<file path="config.mk">
export PLATFORM = sky130hd
export DESIGN_NAME = sobel_col_cell
export DESIGN_NICKNAME = d
export VERILOG_FILES = /design/src/design/sobel_pkg.sv /design/src/design/sobel_col_cell.sv
export SDC_FILE = /design/constraint.sdc
export NUM_CORES = 1
export LEC_CHECK = 0
export ABC_AREA = 1
export BUFFER_PORTS_ARGS = -buffer_cell sky130_fd_sc_hd__buf_4
export CAP_MARGIN = 10
export CORE_ASPECT_RATIO = 1.5
export CORE_MARGIN = 3
export CORE_UTILIZATION = 41
export CTS_CLUSTER_DIAMETER = 120
export DETAILED_ROUTE_END_ITERATION = 7
export HOLD_SLACK_MARGIN = 0.03
export MAX_ROUTING_LAYER = met4
export PLACE_DENSITY = 0.79
export SETUP_SLACK_MARGIN = 0.3
export SYNTH_ARGS = -nofsm -noshare
export SYNTH_HDL_FRONTEND = slang
export SYNTH_SLANG_ARGS = --single-unit
</file>
<file path="constraint.sdc">
create_clock -name clk -period 2 [get_ports clk]
set_clock_uncertainty 0.15 [all_clocks]
set_input_delay 0.5 -clock clk [delete_from_list [all_inputs] [get_ports clk]]
set_output_delay 0.5 -clock clk [all_outputs]
set_load 0.02 [all_outputs]
</file>
<file path="src/design/sobel_pkg.sv">
// Shared constants, register codes and types of the Sobel edge threshold block.
package sobel_pkg;

  localparam int DEF_MAX_WIDTH  = 2048;
  localparam int DEF_MAX_HEIGHT = 2048;

  localparam int PIX_W      = 8;
  localparam int POS_OUT_W  = 11;
  localparam int CFG_IDX_W  = 2;
  localparam int CFG_DATA_W = 12;
  localparam int THR_W      = 8;

  localparam logic [CFG_IDX_W-1:0] REG_IMAGE_WIDTH    = 2'd0;
  localparam logic [CFG_IDX_W-1:0] REG_IMAGE_HEIGHT   = 2'd1;
  localparam logic [CFG_IDX_W-1:0] REG_EDGE_THRESHOLD = 2'd2;
  localparam logic [CFG_IDX_W-1:0] REG_DIVIDE_MODE    = 2'd3;

  localparam logic [CFG_DATA_W-1:0] RST_IMAGE_WIDTH    = 12'd640;
  localparam logic [CFG_DATA_W-1:0] RST_IMAGE_HEIGHT   = 12'd480;
  localparam logic [THR_W-1:0]      RST_EDGE_THRESHOLD = 8'd64;
  localparam logic                  RST_DIVIDE_MODE    = 1'b0;

  localparam logic [CFG_DATA_W-1:0] MIN_SIZE    = 12'd3;
  localparam logic [12:0]           RECIP_NINTH = 13'd7282;
  localparam logic [PIX_W-1:0]      EDGE_ON     = 8'd255;
  localparam logic [PIX_W-1:0]      EDGE_OFF    = 8'd0;

  typedef struct packed {
    logic [PIX_W-1:0] top;
    logic [PIX_W-1:0] mid;
    logic [PIX_W-1:0] bot;
  } sobel_col_t;

  typedef struct packed {
    logic                 last;
    logic [POS_OUT_W-1:0] center_row;
    logic [POS_OUT_W-1:0] center_column;
  } sobel_tag_t;

endpackage

</file>
<file path="src/design/sobel_col_cell.sv">
// One window column cell: holds three pixels and passes them on at each shift.
module sobel_col_cell import sobel_pkg::*; (
  input  logic       clk,
  input  logic       rst,
  input  logic       shift,
  input  sobel_col_t col_in,
  output sobel_col_t col_out
);

  always_ff @(posedge clk) begin
    if (rst) begin
      col_out <= '0;
    end else if (shift) begin
      col_out <= col_in;
    end
  end

endmodule

</file>
==> metrics.md <==
| Metric | Value |
|---|---|
| Final Cell Area | `1369 µm²` |
| # Max-Cap Violations | `0` |
| Largest family of logic cells by synthesized area | `simple AND/OR/NAND/NOR gates` |
| CTS tree | `yes` |
| Arr. time, crit path | `0.80 ns` |
| CP Class | `flop to primary output` |
| Reg area | `480.5 µm²` |
| All-layer global routing usage | `0.1367` |
| Core area | `2260 µm²` |
| CP Cell Sequence | `buf_4` |
| Vias | `934` |
| Die width | `46.02 µm` |
| Placed Area | `1346 µm²` |
| Overall power | `0.0009300 W` |
| Most frequent cells in the layout | `51 x buf_4, 48 x nor2_1, 48 x nand2_1, 25 x inv_1, 24 x dfxtp_1` |
| CTS Hold Bufs | `0` |
| Cell count after synthesis | `152` |
| Switch share | `0.2663` |
| Vias in the first global route | `781` |
| Hold_sp | `col_out[0]` |
| CP max-delay cell | `dfxtp_1` |
| Commonest non-fill, non-tap cell in the layout | `buf_4` |
| Adder-cell share of the synthesized area | `0` |
| Fin nets | `228` |
| Largest net degree at the start of global routing | `49` |
| Hold Fails Final Rpt | `0` |
| Die Height | `66.02 µm` |
| Final setup vio count | `0` |
| CTS root buffer | `clkbuf_4` |
| Worst skew pair latency | `0.29 ns` |
| Post-synthesis compound-gate area fraction | `0` |
| H-tree depth | `1` |
| Post_cts resized | `0` |
| Worst setup SP type | `flop` |
| Post-synth cell types | `7` |
| VDD IR max | `0.4054 mV` |
| Seq pwr share | `0.569` |
| Worst path max stage delay | `0.36 ns` |
| R2r worst-path depth | `2` |
| Worst r2r dst | `col_out[23]` |
| Clk slew on worst S/H paths | `0.11 ns` |
| Post-route DRC | `0` |
| Crit path to | `col_out[5]` |
| Post-Route WL | `1952 µm` |
| Fin Setup TNS | `0 ns` |
| Top flop regs | `col_out: 24 flops` |
| Comb pwr share | `0.227` |
| Post-synthesis instance area | `984.7 µm²` |
| Power per cell area | `679.5 nW/µm²` |
| Hold WC Path Type | `flop to flop` |
| Sequential cell area fraction in the yosys report | `0.4879` |
| Routed len/inst | `8.793 µm` |
| Largest register FFs | `24` |
| RR Startpoint | `col_out[23]` |
| I/O Buffers | `50` |
| Status | `finished, final reports clean` |
| Initial antenna violation count | `0` |
| Worst-margin pin slew | `0.4246 ns` |
| FF-to-FF setup slack | `1.28 ns` |
| Fill cells | `231` |
| First-pass GRT wire length | `3042 µm` |
| Post-route ant nets | `0` |
| Global route overflow | `0` |
| Minimum clock period | `1.453 ns` |
| Achievable Freq | `688.2 MHz` |
| Rows | `21` |
| DRT iter0 DRCs | `12` |
| Cell-internal power | `0.0006824 W` |
| NetSw | `0.0002476 W` |
| Worst Setup End Kind | `primary output` |
| CTS sink count | `24` |
| Post-CTS Setup Inserts | `0` |
| Critical Path RT | `1.35 ns` |
| Syn nets | `179` |
| Via/cell ratio | `4.207` |
| Share of layout cells above drive strength 1 | `0.2714` |
| XOR/XNOR Fraction of Synth Area | `0` |
| CP max FO | `2` |
| Post-route setup slack | `0.5470 ns` |
| Synth warn | `0` |
| Antenna diode count | `0` |
| Mux contribution to synthesized area | `0` |
| Gp weighted congestion | `0.7479` |
| HPWL after DPL | `1496 µm` |
| Reg with most FFs | `col_out` |
| Drt pass-1 iters | `4` |
| Clk pwr share | `0.203` |
| I/O pins | `51` |
| Clock buffer count from CTS | `3` |
| Final Slew Violations | `0` |
| Largest delay share family, worst path | `flip-flops` |
| Initial core utilization | `0.4358` |
| Mean Syn Cell Area | `6.478 µm²` |
| RSZ-0062 raised after global routing | `no` |
| Fin crit share | `0.7265` |
| Pre-CTS setup slack | `0.6477 ns` |
| Clock buffer depth | `2` |
| Synth Area in Simple Gates | `0.3659` |
| Leak | `0.8227 nW` |
| Die area | `3038 µm²` |
| Yosys reg bits | `24` |
| CP startpoint | `col_out[5]` |
| Bufs and invs on worst path | `1` |
| Post-layout util | `0.6058` |
| Multi-input logic area | `360.3 µm²` |
| Slew margin rel. | `0.7169` |
| Levels on crit path | `1` |
| P&R area growth vs syn | `39.01%` |
[synthesized netlist by cell type]
cell type | instances | share of area
buf_2 | 4 | 0.020
dfxtp_1 | 24 | 0.49
buf_4 | 1 | 0.0076
nand2_1 | 48 | 0.18
nor2_1 | 48 | 0.18
buf_6 | 2 | 0.023
inv_1 | 25 | 0.095
[stage by stage]
step                hold slack [ns]  instances
floorplan                    0.3937        152
global placement             0.3076        219
detailed placement           0.3122        219
CTS                          0.3252        222
global route                 0.3317        222
finish                       0.3294        222
[worst register-to-register path: cells and delay by family, from the launching register on]
family           cells  cell delay (ns)
DFF                  1             0.36
and+or+nand+nor      2             0.16
[power by group through the flow]
stage	registers (W)	clock network [W]	logic [W]
floorplan	0.000579	0	0.0000791
global placement	0.000539	0	0.000210
detailed placement	0.000541	0	0.000214
CTS	0.000530	0.000202	0.000214
global route	0.000534	0.000217	0.000237
finish	0.000529	0.000189	0.000211
[layout make-up]
type,count,share of cell area
flip-flops and latches,24,0.3510
repair buffers,51,0.2797
multi-input cells,96,0.2633
inverters,25,0.06856
well taps,23,0.02102
clock buffers,3,0.01645
[cell families after synthesis]
logic type,after synthesis
buf+inv,32
simple gates,96
flops,24
[worst min-delay path by stage]
stage,end,slack (ns),cells past startpoint
global route,col_out[1],0.33,5
global placement,col_out[17],0.31,2
floorplan,col_out[10],0.39,2
detailed placement,col_out[17],0.31,2
CTS,col_out[2],0.33,5
finish,col_out[0],0.33,2
[layer usage]
layer | vias up | wire length [µm] | track usage
met2 | 29 | 972 | 0.2310
met1 | 384 | 785 | 0.1515
met5 | - | 0 | -
li1 | 519 | - | -
met4 | 0 | 23 | 0.05338
met3 | 2 | 170 | 0.02725
No activity file was read; power rests on OpenSTA's default activity.
