### src/design/sobel_pkg.sv
// Shared constants, register codes and types of the Sobel edge threshold block.
package sobel_pkg;

  localparam int DEF_MAX_WIDTH  = 2048;
  localparam int DEF_MAX_HEIGHT = 2048;

  localparam int PIX_W      = 8;
  localparam int POS_OUT_W  = 11;
  localparam int CFG_IDX_W  = 2;
  localparam int CFG_DATA_W = 12;
  localparam int THR_W      = 8;

  localparam logic [CFG_IDX_W-1:0] REG_IMAGE_WIDTH    = 2'd0;
  localparam logic [CFG_IDX_W-1:0] REG_IMAGE_HEIGHT   = 2'd1;
  localparam logic [CFG_IDX_W-1:0] REG_EDGE_THRESHOLD = 2'd2;
  localparam logic [CFG_IDX_W-1:0] REG_DIVIDE_MODE    = 2'd3;

  localparam logic [CFG_DATA_W-1:0] RST_IMAGE_WIDTH    = 12'd640;
  localparam logic [CFG_DATA_W-1:0] RST_IMAGE_HEIGHT   = 12'd480;
  localparam logic [THR_W-1:0]      RST_EDGE_THRESHOLD = 8'd64;
  localparam logic                  RST_DIVIDE_MODE    = 1'b0;

  localparam logic [CFG_DATA_W-1:0] MIN_SIZE    = 12'd3;
  localparam logic [12:0]           RECIP_NINTH = 13'd7282;
  localparam logic [PIX_W-1:0]      EDGE_ON     = 8'd255;
  localparam logic [PIX_W-1:0]      EDGE_OFF    = 8'd0;

  typedef struct packed {
    logic [PIX_W-1:0] top;
    logic [PIX_W-1:0] mid;
    logic [PIX_W-1:0] bot;
  } sobel_col_t;

  typedef struct packed {
    logic                 last;
    logic [POS_OUT_W-1:0] center_row;
    logic [POS_OUT_W-1:0] center_column;
  } sobel_tag_t;

endpackage

### src/design/sobel_grad.sv
// Gradient, one-ninth scaling and squared-magnitude threshold pipeline.
module sobel_grad import sobel_pkg::*; (
  input  logic             clk,
  input  logic             rst,
  input  logic             en,
  input  logic             in_valid,
  input  sobel_tag_t       in_tag,
  input  sobel_col_t       left,
  input  sobel_col_t       center,
  input  sobel_col_t       right,
  input  logic [THR_W-1:0] edge_threshold,
  input  logic             divide_mode,
  output logic             out_valid,
  output sobel_tag_t       out_tag,
  output logic [PIX_W-1:0] out_edge
);

  logic [9:0]         sum_left, sum_right, sum_top, sum_bot;
  logic signed [10:0] gx, gy;
  logic               va, vb;
  sobel_tag_t         tag_a, tag_b;
  logic signed [10:0] gx_a, gy_a;
  logic [9:0]         abs_x, abs_y;
  logic [22:0]        prod_x, prod_y;
  logic [6:0]         q_x, q_y;
  logic               up_x, up_y;
  logic [6:0]         sx, sy;
  logic [13:0]        sq_x, sq_y;
  logic [14:0]        mag;
  logic [15:0]        th_sq;

  always_comb begin
    sum_left  = 10'(left.top) + 10'(left.bot) + {1'b0, left.mid, 1'b0};
    sum_right = 10'(right.top) + 10'(right.bot) + {1'b0, right.mid, 1'b0};
    sum_top   = 10'(left.top) + 10'(right.top) + {1'b0, center.top, 1'b0};
    sum_bot   = 10'(left.bot) + 10'(right.bot) + {1'b0, center.bot, 1'b0};
    gx        = signed'({1'b0, sum_left}) - signed'({1'b0, sum_right});
    gy        = signed'({1'b0, sum_top}) - signed'({1'b0, sum_bot});
  end

  always_comb begin
    abs_x  = gx_a[10] ? 10'(-gx_a) : 10'(gx_a);
    abs_y  = gy_a[10] ? 10'(-gy_a) : 10'(gy_a);
    prod_x = 23'(abs_x) * 23'(RECIP_NINTH);
    prod_y = 23'(abs_y) * 23'(RECIP_NINTH);
  end

  // Truncation toward zero takes the floor of the magnitude; the shifted
  // multiply rounds negative values away from zero.
  always_comb begin
    sx   = q_x + 7'(up_x);
    sy   = q_y + 7'(up_y);
    sq_x = 14'(sx) * 14'(sx);
    sq_y = 14'(sy) * 14'(sy);
    mag  = 15'(sq_x) + 15'(sq_y);
  end

  always_ff @(posedge clk) begin
    th_sq <= 16'(edge_threshold) * 16'(edge_threshold);
  end

  always_ff @(posedge clk) begin
    if (rst) begin
      va        <= 1'b0;
      vb        <= 1'b0;
      out_valid <= 1'b0;
    end else if (en) begin
      va        <= in_valid;
      vb        <= va;
      out_valid <= vb;
    end
  end

  always_ff @(posedge clk) begin
    if (en) begin
      gx_a     <= gx;
      gy_a     <= gy;
      tag_a    <= in_tag;
      q_x      <= prod_x[22:16];
      q_y      <= prod_y[22:16];
      up_x     <= divide_mode && gx_a[10] && (prod_x[15:0] != 16'd0);
      up_y     <= divide_mode && gy_a[10] && (prod_y[15:0] != 16'd0);
      tag_b    <= tag_a;
      out_tag  <= tag_b;
      out_edge <= ({1'b0, mag} > th_sq) ? EDGE_ON : EDGE_OFF;
    end
  end

endmodule

### config.mk
export PLATFORM = sky130hd
export DESIGN_NAME = sobel_grad
export DESIGN_NICKNAME = d
export VERILOG_FILES = /design/src/design/sobel_pkg.sv /design/src/design/sobel_grad.sv
export SDC_FILE = /design/constraint.sdc
export NUM_CORES = 1
export LEC_CHECK = 0
export ABC_AREA = 1
export BUFFER_PORTS_ARGS = -buffer_cell sky130_fd_sc_hd__buf_2
export CAP_MARGIN = 10
export CORE_MARGIN = 2
export CORE_UTILIZATION = 45
export CTS_CLUSTER_SIZE = 20
export DETAILED_ROUTE_END_ITERATION = 8
export HOLD_SLACK_MARGIN = 0.06
export SYNTH_ARGS = -nofsm -noshare
export SYNTH_HDL_FRONTEND = slang
export SYNTH_SLANG_ARGS = --single-unit
### constraint.sdc
create_clock -name clk -period 11.3 [get_ports clk]
set_clock_uncertainty 0.2 [all_clocks]
set_input_delay 1.695 -clock clk [delete_from_list [all_inputs] [get_ports clk]]
set_output_delay 1.695 -clock clk [all_outputs]
set_load 0.01 [all_outputs]
==> results.tsv, run 1 <==
metric	value	unit
R2R Path Start	q_x[0]$_DFFE_PP_	
drt first-iter violations	451	
IO buf count	131	
ys async rst share	0	%
reg2reg end	out_edge[6]$_DFFE_PP_	
crit end category	register	
routed vias/inst	4.81	
CTS clk-pin slew, worst paths	0.07	ns
# Max-Cap Violations	0	
most frequent cells in the layout	inv_1, nand2_1, ha_1	
run status	complete, no violations	
DRC viols	0	
Slew Limit Fails	0	
Crit Path Class	register to register	
Met3 Routed Length	896	um
EDFF count, synth	108	
top cells by area, synth	fa_1, ha_1, edfxtp_1	
slowest CP cell	fa_1	
Worst EP arrival	7.59	ns
CP most frequent cell	inv_1	
total wire length	29.3	mm
Post-CTS Setup Bufs	0	
area leader, netlist	fa_1	
Fin. Hold Viols	0	
Worst R2R Path Depth	33	
Total GRT Usage	16.7	%
H-tree depth	4	
Post-Syn Area	16000	um^2
FF+latch count, synth	126	
max layer used	met4	
drt pass-1 iters	5	
DR vias	11194	
layout cell share with drive strength beyond 1	10.4	%
worst-path maximum fanout	5	
row count	69	
Multi-input gate area	10700	um^2
first-pass GRT wire length	50.4	mm
Critical Path End	out_edge[6]$_DFFE_PP_	
Hold WC Path Type	register to register	
CP peak stage delay	0.53	ns
Synth top area share	23.9	%
Post-Syn Instances	1721	
FF-to-FF setup slack	3.76	ns
Area Growth Syn to Fin	10.7	%
Crit path buffers/inverters	7	
Layout fillers	3330	
Post-DRT Antenna Nets	0	
# setup viols final	0	
Crit path depth	33	
CTS tree	done	
final critical-path required period	7.54	ns
Worst setup SP type	register	
initial antenna violation count	1	
Synth Warn #	0	
Tightest Pin Transition	0.927	ns
TNS Setup	0	ns
Clock Latency Late Sink	0.43	ns
CTS resizes	0	
clock buffer depth	2	
starting density of the core	45.3	%
FF+latch area	3600	um^2
gp weighted congestion	0.870	
critical path startpoint	q_x[0]$_DFFE_PP_	
Rel. slew slack	38.2	%
CP top delay family	adder cells	
global route overflow	0	
die width	193	um
FMAX	0.133	GHz
Syn Nets	2281	
clk sink count	126	
Netlist cell types	46	
Tcrit/Tclk final	66.7	%
core footprint	35300	um^2
WL met1	13.3	mm
CP required	11.35	ns
# IOs	140	
nets	2413	
clk root buf	clkbuf_16	
Seq/Total Area, Yosys	22.5	%
hpwl dp	25.4	mm
die area	37100	um^2
ys flop type	edfxtp_1	
# hold bufs at CTS	0	
Chip Height	193	um
RSZ-0062 raised after global routing	false	
CTS Buf Count	17	
Met2 Wirelength	14.8	mm
number of global-route vias before repair	11407	
most common cell after layout, fill and taps aside	inv_1	
pin count of the biggest net entering global routing	79	
WL per Instance	12.6	um
Mean Syn Cell Area	9.29	um^2
==> stage by stage <==
stage	instance area, um^2	util, %	setup slack [ns]	hold slack (ns)	cells
2_1_floorplan	16000	-	4.42	0.200	1721
3_3_place_gp	17100	48.5	3.82	0.200	2295
4_1_cts	17700	50.1	3.74	0.213	2327
5_1_grt	17700	50.1	3.13	0.218	2327
6_report	17700	50.1	3.76	0.210	2328
3_5_place_dp	17100	48.5	3.75	0.205	2295
==> kinds of logic after synthesis <==
logic type                 Yosys count  synth area share [%]
AOI/OAI and AO/OA                  140                  5.23
xor gates and xnor gates            82                  4.66
adders and majority gates          452                  44.3
buffers and inverters              446                  10.7
DFF                                126                  22.5
muxes                                1                0.0704
and+or+nand+nor                    474                  12.5
==> metal layers <==
layer | up-vias | global-route usage, %
li1 | 5673 | -
met1 | 5312 | 21.5
met2 | 187 | 29.7
met3 | 22 | 2.55
met4 | 0 | 3.82
met5 | - | 0
==> state kept, by name (all words and copies together) (netlist names), 7 cells and up <==
register	cells
gx_a	11
gy_a	11
out_tag	23
q_x	7
q_y	7
tag_a	23
tag_b	23
th_sq	15
==> worst register-to-register path: cells and delay by family, from the launching register on <==
| family | cells | cell delay (ns) |
|---|---|---|
| adder cells (fa/ha/maj) | 10 | 4.08 |
| AND/OR/NAND/NOR | 13 | 1.54 |
| buffers and inverters | 7 | 0.44 |
| AO/OA/AOI/OAI | 2 | 0.38 |
| flip-flops | 1 | 0.37 |
| XOR/XNOR | 1 | 0.33 |
==> worst min path at each step <==
stage                                    from                     to  slack (ns)  cells after the start
after detailed placement  tag_b[11]$_DFFE_PP_  out_tag[11]$_DFFE_PP_        0.20                      0
final                     tag_b[21]$_DFFE_PP_  out_tag[21]$_DFFE_PP_        0.21                      0
after CTS                 tag_b[21]$_DFFE_PP_  out_tag[21]$_DFFE_PP_        0.21                      0
after global placement     tag_a[4]$_DFFE_PP_     tag_b[4]$_DFFE_PP_        0.20                      0
after floorplan            tag_b[0]$_DFFE_PP_   out_tag[0]$_DFFE_PP_        0.20                      0
after global routing      tag_a[10]$_DFFE_PP_    tag_b[10]$_DFFE_PP_        0.22                      0
==> cell usage after synthesis, types with 2 or more instances <==
master    number
nor3_1         8
clkbuf_1      11
nand2_2        3
xor2_1        50
a21oi_2        2
or2_2          6
o21ai_0       26
o31ai_1        3
o221ai_1       2
a21o_1        10
inv_1        425
nand3_2        4
nor2_1        87
a31oi_1        4
edfxtp_1     108
o21bai_1       7
ha_1         261
nand2_1      273
a211oi_1       2
buf_4          8
o21ai_1        2
fa_1         191
xnor2_1       30
o21ai_2        5
dfxtp_1       18
nand3b_1       5
nand3_1       66
nor4_1         2
o211ai_1       4
nand4_1       17
a21oi_1       66
==> cell type report <==
class	count	area share, %
Multi-Input combinational cell	1149	60.3
Sequential cell	126	20.4
Inverter	427	9.05
Timing Repair Buffer	132	3.76
Tap cell	461	3.26
Clock buffer	17	2.40
Clock inverter	15	0.820
Antenna cell	1	0.0141
Power of run 1 is left out: the tool's default activity adds up to more than one toggle a clock period on the data nets, which glitch-free logic cannot reach.
==> run 2, diff against run 1 <==
Settings changed: PLACE_DENSITY from default to 0.65.
Clock period 11.3 ns to 6.45 ns, I/O delays scaled along.
==> results.tsv, run 2 (synthesis gave the netlist of run 1 again) <==
metric	value	unit	change
CP peak stage delay	0.50	ns	-0.03 ns
Worst EP arrival	6.86	ns	-0.73 ns
Layout fillers	3262		-2.0%
Worst setup SP type	register		
FF+latch area	3600	um^2	unchanged
drt pass-1 iters	7		+2
final critical-path required period	6.79	ns	-0.751 ns
run status	complete, but fails checks		
# setup viols final	1		+1
Tcrit/Tclk final	105	%	+39 points
CP top delay family	adder cells		
critical path startpoint	up_x$_DFFE_PP_		
clk sink count	126		unchanged
worst-path maximum fanout	3		-2
drt first-iter violations	427		-5.3%
Tightest Pin Transition	0.760	ns	-0.167 ns
nets	2497		+3.5%
slowest CP cell	fa_1		
Worst Hold Path Cells	0		unchanged
Total GRT Usage	17.2	%	+0.44 points
Worst R2R Path Depth	33		unchanged
gp weighted congestion	0.872		+0.21%
dpl cells	2360		+2.8%
crit end category	register		
# Max-Cap Violations	0		unchanged
core footprint	35300	um^2	unchanged
fin cells	2411		+3.6%
Chip Height	193	um	unchanged
die area	37100	um^2	unchanged
clk root buf	clkbuf_16		
die width	193	um	unchanged
FMAX	0.147	GHz	+11%
Rel. slew slack	48.8	%	+11 points
first-pass GRT wire length	51.6	mm	+2.5%
total wire length	30.6	mm	+4.5%
pin count of the biggest net entering global routing	58		-27%
Crit path buffers/inverters	7		unchanged
final core utilization	52.3	%	+2.2 points
H-tree depth	4		unchanged
WL per Instance	12.7	um	+0.93%
CTS tree	done		
Clock Latency Late Sink	0.42	ns	about the same
routed vias/inst	4.82		+0.17%
Slew Limit Fails	0		unchanged
final setup margin	-0.337	ns	-4.10 ns
Crit Path Class	register to register		
IO buf count	131		unchanged
hold_sp	tag_a[6]$_DFFE_PP_		
WHS Endpoint	tag_b[6]$_DFFE_PP_		
layout cell share with drive strength beyond 1	15.6	%	+5.2 points
RSZ-0062 raised after global routing	true		
Post-DRT Antenna Nets	0		unchanged
most frequent cells in the layout	inv_1, nand2_1, ha_1		
most common cell after layout, fill and taps aside	inv_1		
clock buffer depth	2		unchanged
starting density of the core	45.3	%	unchanged
Multi-input gate area	10800	um^2	+1.3%
reg2reg end	out_edge[6]$_DFFE_PP_		
number of global-route vias before repair	11786		+3.3%
DRC viols	0		unchanged
Fin. Hold Viols	0		unchanged
DR vias	11613		+3.7%
initial antenna violation count	1		unchanged
Largest regs	out_tag x23, tag_a x23, tag_b x23		
violated checks	negative setup slack		
CTS Buf Count	17		unchanged
CP required	6.52	ns	-4.83 ns
TNS Setup	-0.337	ns	-0.337 ns
FF-to-FF setup slack	-0.34	ns	-4.10 ns
R2R Path Start	up_x$_DFFE_PP_		
Area Growth Syn to Fin	15.6	%	
Placement Cell Area	17700	um^2	+3.1%
hpwl dp	26.0	mm	+2.6%
design area	18500	um^2	+4.4%
CTS clk-pin slew, worst paths	0.07	ns	about the same
# IOs	140		unchanged
Hold WC Path Type	register to register		
row count	69		unchanged
global route overflow	0		unchanged
# hold bufs at CTS	0		unchanged
Ant. Diodes	0		-1
==> run 2: cell types whose count changed in the layout (fill, tap and decap cells not counted), sizes merged <==
cell / before / now
buf: 132 / 216
clkinv: 3 / 4
clkinvlp: 3 / 2
diode: 1 / 0
==> run 2: worst register-to-register path: cells and delay by family, from the launching register on <==
kind / cells / cell delay (ns)
compound gates: 3 / 0.55
xor+xnor: 1 / 0.14
fa+ha+maj: 10 / 3.76
buf+inv: 7 / 0.40
flops: 1 / 0.35
simple gates: 12 / 1.25
==> run 2: stage by stage <==
stage                     setup WS [ns]  hold WS [ns]
after global routing             -0.673         0.223
after detailed placement         -0.460         0.205
after floorplan                  -0.165         0.200
final                            -0.337         0.212
after CTS                        -0.264         0.213
after global placement           -0.342         0.200
==> run 2: worst max-delay path by stage <==
stage / to / slack [ns] / cells after the start
final: out_edge[6]$_DFFE_PP_ / -0.34 / 33
after detailed placement: out_edge[6]$_DFFE_PP_ / -0.46 / 32
after global placement: out_edge[6]$_DFFE_PP_ / -0.34 / 32
after floorplan: out_edge[6]$_DFFE_PP_ / -0.16 / 32
after global routing: out_edge[6]$_DFFE_PP_ / -0.67 / 33
after CTS: out_edge[6]$_DFFE_PP_ / -0.26 / 32
==> run 2: layout make-up <==
cell class / count / share of cell area [%]
clock buffer: 17 / 2.30
clock inverter: 15 / 0.785
inverter: 427 / 8.68
multi-input combinational: 1149 / 58.6
sequential: 126 / 19.5
tap: 461 / 3.12
timing repair buffer: 216 / 7.01
==> run 2: layer usage <==
metal | up-vias | wire (um) | part of all wire, % | global-route usage [%]
met4 | 2 | 459 | 1.5 | 4.32
met1 | 5550 | 13600 | 44 | 21.4
met2 | 185 | 15600 | 51 | 31.1
li1 | 5848 | - | - | -
met3 | 28 | 974 | 3.2 | 2.56
met5 | - | 13 | 0.042 | 0
==> run 2: what timing repair did <==
| action | in CTS | in global routing |
|---|---|---|
| gates resized for setup | 12 | 11 |
| pin swaps | 14 | 21 |
| setup buffers | 16 | 3 |
| setup endpoints to repair | 1 | 1 |
Power of run 2 is left out for the same reason.
==> run 3, diff against run 2 <==
Settings changed: PLACE_DENSITY 0.65 to default.
Clock period 6.45 ns to 8.3 ns, I/O delays scaled along.
==> results.tsv, run 3 (synthesis gave the netlist of run 1 again) <==
metric	value	unit	change
global route overflow	0		unchanged
DR vias	11221		-3.4%
R2R Path Start	q_x[0]$_DFFE_PP_		
CP peak stage delay	0.54	ns	+0.04 ns
Worst R2R Path Depth	33		unchanged
worst-path maximum fanout	5		+2
Post-DRT Antenna Nets	0		unchanged
reg2reg end	out_edge[6]$_DFFE_PP_		
starting density of the core	45.3	%	unchanged
Largest regs	out_tag x23, tag_a x23, tag_b x23		
# setup viols final	0		-1
hold_sp	tag_b[13]$_DFFE_PP_		
total wire length	29.6	mm	-3.3%
run status	complete, no violations		
final critical-path required period	7.58	ns	+0.795 ns
Rel. slew slack	30.8	%	-18 points
routed vias/inst	4.82		about the same
CP required	8.35	ns	+1.83 ns
hpwl dp	25.3	mm	-2.7%
core footprint	35300	um^2	unchanged
Crit path buffers/inverters	7		unchanged
Hold WC Path Type	register to register		
first-pass GRT wire length	50.7	mm	-1.8%
clk sink count	126		unchanged
DRC viols	0		unchanged
nets	2413		-3.4%
Crit path depth	33		unchanged
clock buffer depth	2		unchanged
FF-to-FF setup slack	0.72	ns	+1.06 ns
Area Growth Syn to Fin	10.9	%	
CP top delay family	adder cells		
pin count of the biggest net entering global routing	84		+45%
Clock Latency Late Sink	0.42	ns	about the same
most frequent cells in the layout	inv_1, nand2_1, ha_1		
Post-CTS Setup Bufs	0		-16
clk root buf	clkbuf_16		
die width	193	um	unchanged
# IOs	140		unchanged
# hold bufs at CTS	0		unchanged
IO buf count	131		unchanged
initial antenna violation count	1		unchanged
# Max-Cap Violations	0		unchanged
slowest CP cell	fa_1		
layout cell share with drive strength beyond 1	10.4	%	-5.2 points
TNS Setup	0	ns	+0.337 ns
drt pass-1 iters	5		-2
WHS Endpoint	out_tag[13]$_DFFE_PP_		
Fin. Hold Viols	0		unchanged
Slew Limit Fails	0		unchanged
CTS Buf Count	17		unchanged
H-tree depth	4		unchanged
crit end category	register		
number of global-route vias before repair	11382		-3.4%
Worst setup SP type	register		
drt first-iter violations	353		-17%
CP most frequent cell	inv_1		
Worst EP arrival	7.63	ns	+0.77 ns
row count	69		unchanged
Crit Path Class	register to register		
Tcrit/Tclk final	91.3	%	-14 points
RSZ-0062 raised after global routing	false		
gp weighted congestion	0.868		-0.53%
CTS resizes	0		-12
CTS tree	done		
Tightest Pin Transition	1.04	ns	+0.278 ns
Total GRT Usage	16.8	%	-0.34 points
FMAX	0.132	GHz	-10%
CTS clk-pin slew, worst paths	0.07	ns	about the same
Worst Hold Path Cells	0		unchanged
WL per Instance	12.7	um	+0.10%
die area	37100	um^2	unchanged
Chip Height	193	um	unchanged
most common cell after layout, fill and taps aside	inv_1		
==> run 3: cell count changes in the layout (fill, tap and decap cells not counted), sizes merged <==
cell	previous run	this run
diode	0	1
clkinvlp	2	3
clkinv	4	2
buf	216	132
bufinv	0	1
==> run 3: routing by layer <==
| metal | up-vias | GRT usage, % | part of all wire (%) |
|---|---|---|---|
| li1 | 5667 | - | - |
| met1 | 5338 | 21.6 | 45 |
| met2 | 191 | 30.1 | 50 |
| met3 | 25 | 2.45 | 3.2 |
| met4 | 0 | 3.58 | 1.2 |
| met5 | - | 0 | 0 |
==> run 3: through the flow <==
stage / hold WS [ns] / worst slack (ns) / cells / cell area, um^2 / utilization, %
final: 0.213 / 0.719 / 2328 / 17700 / 50.2
after global routing: 0.223 / 0.154 / 2327 / 17700 / 50.2
after CTS: 0.214 / 0.694 / 2327 / 17700 / 50.2
after detailed placement: 0.205 / 0.705 / 2295 / 17100 / 48.5
after global placement: 0.200 / 0.855 / 2295 / 17100 / 48.5
after floorplan: 0.200 / 1.42 / 1721 / 16000 / -
==> run 3: how the worst max path moves through the flow <==
| stage | from | to | slack [ns] |
|---|---|---|---|
| floorplan | q_x[0]$_DFFE_PP_ | out_edge[6]$_DFFE_PP_ | 1.42 |
| global placement | q_x[0]$_DFFE_PP_ | out_edge[6]$_DFFE_PP_ | 0.85 |
| detailed placement | q_x[0]$_DFFE_PP_ | out_edge[6]$_DFFE_PP_ | 0.70 |
| CTS | q_x[0]$_DFFE_PP_ | out_edge[6]$_DFFE_PP_ | 0.69 |
| global route | q_x[0]$_DFFE_PP_ | out_edge[6]$_DFFE_PP_ | 0.15 |
| finish | q_x[0]$_DFFE_PP_ | out_edge[6]$_DFFE_PP_ | 0.72 |
==> run 3: cell type report <==
class / instances / area [um^2]
clock buffers: 17 / 425
clock inverters: 15 / 166
inverters: 427 / 1600
diodes: 1 / 2.50
fillers: 3307 / 17600
repair buffers: 132 / 666
flip-flops and latches: 126 / 3600
well taps: 461 / 577
multi-input cells: 1149 / 10700
Power of run 3 is left out for the same reason.
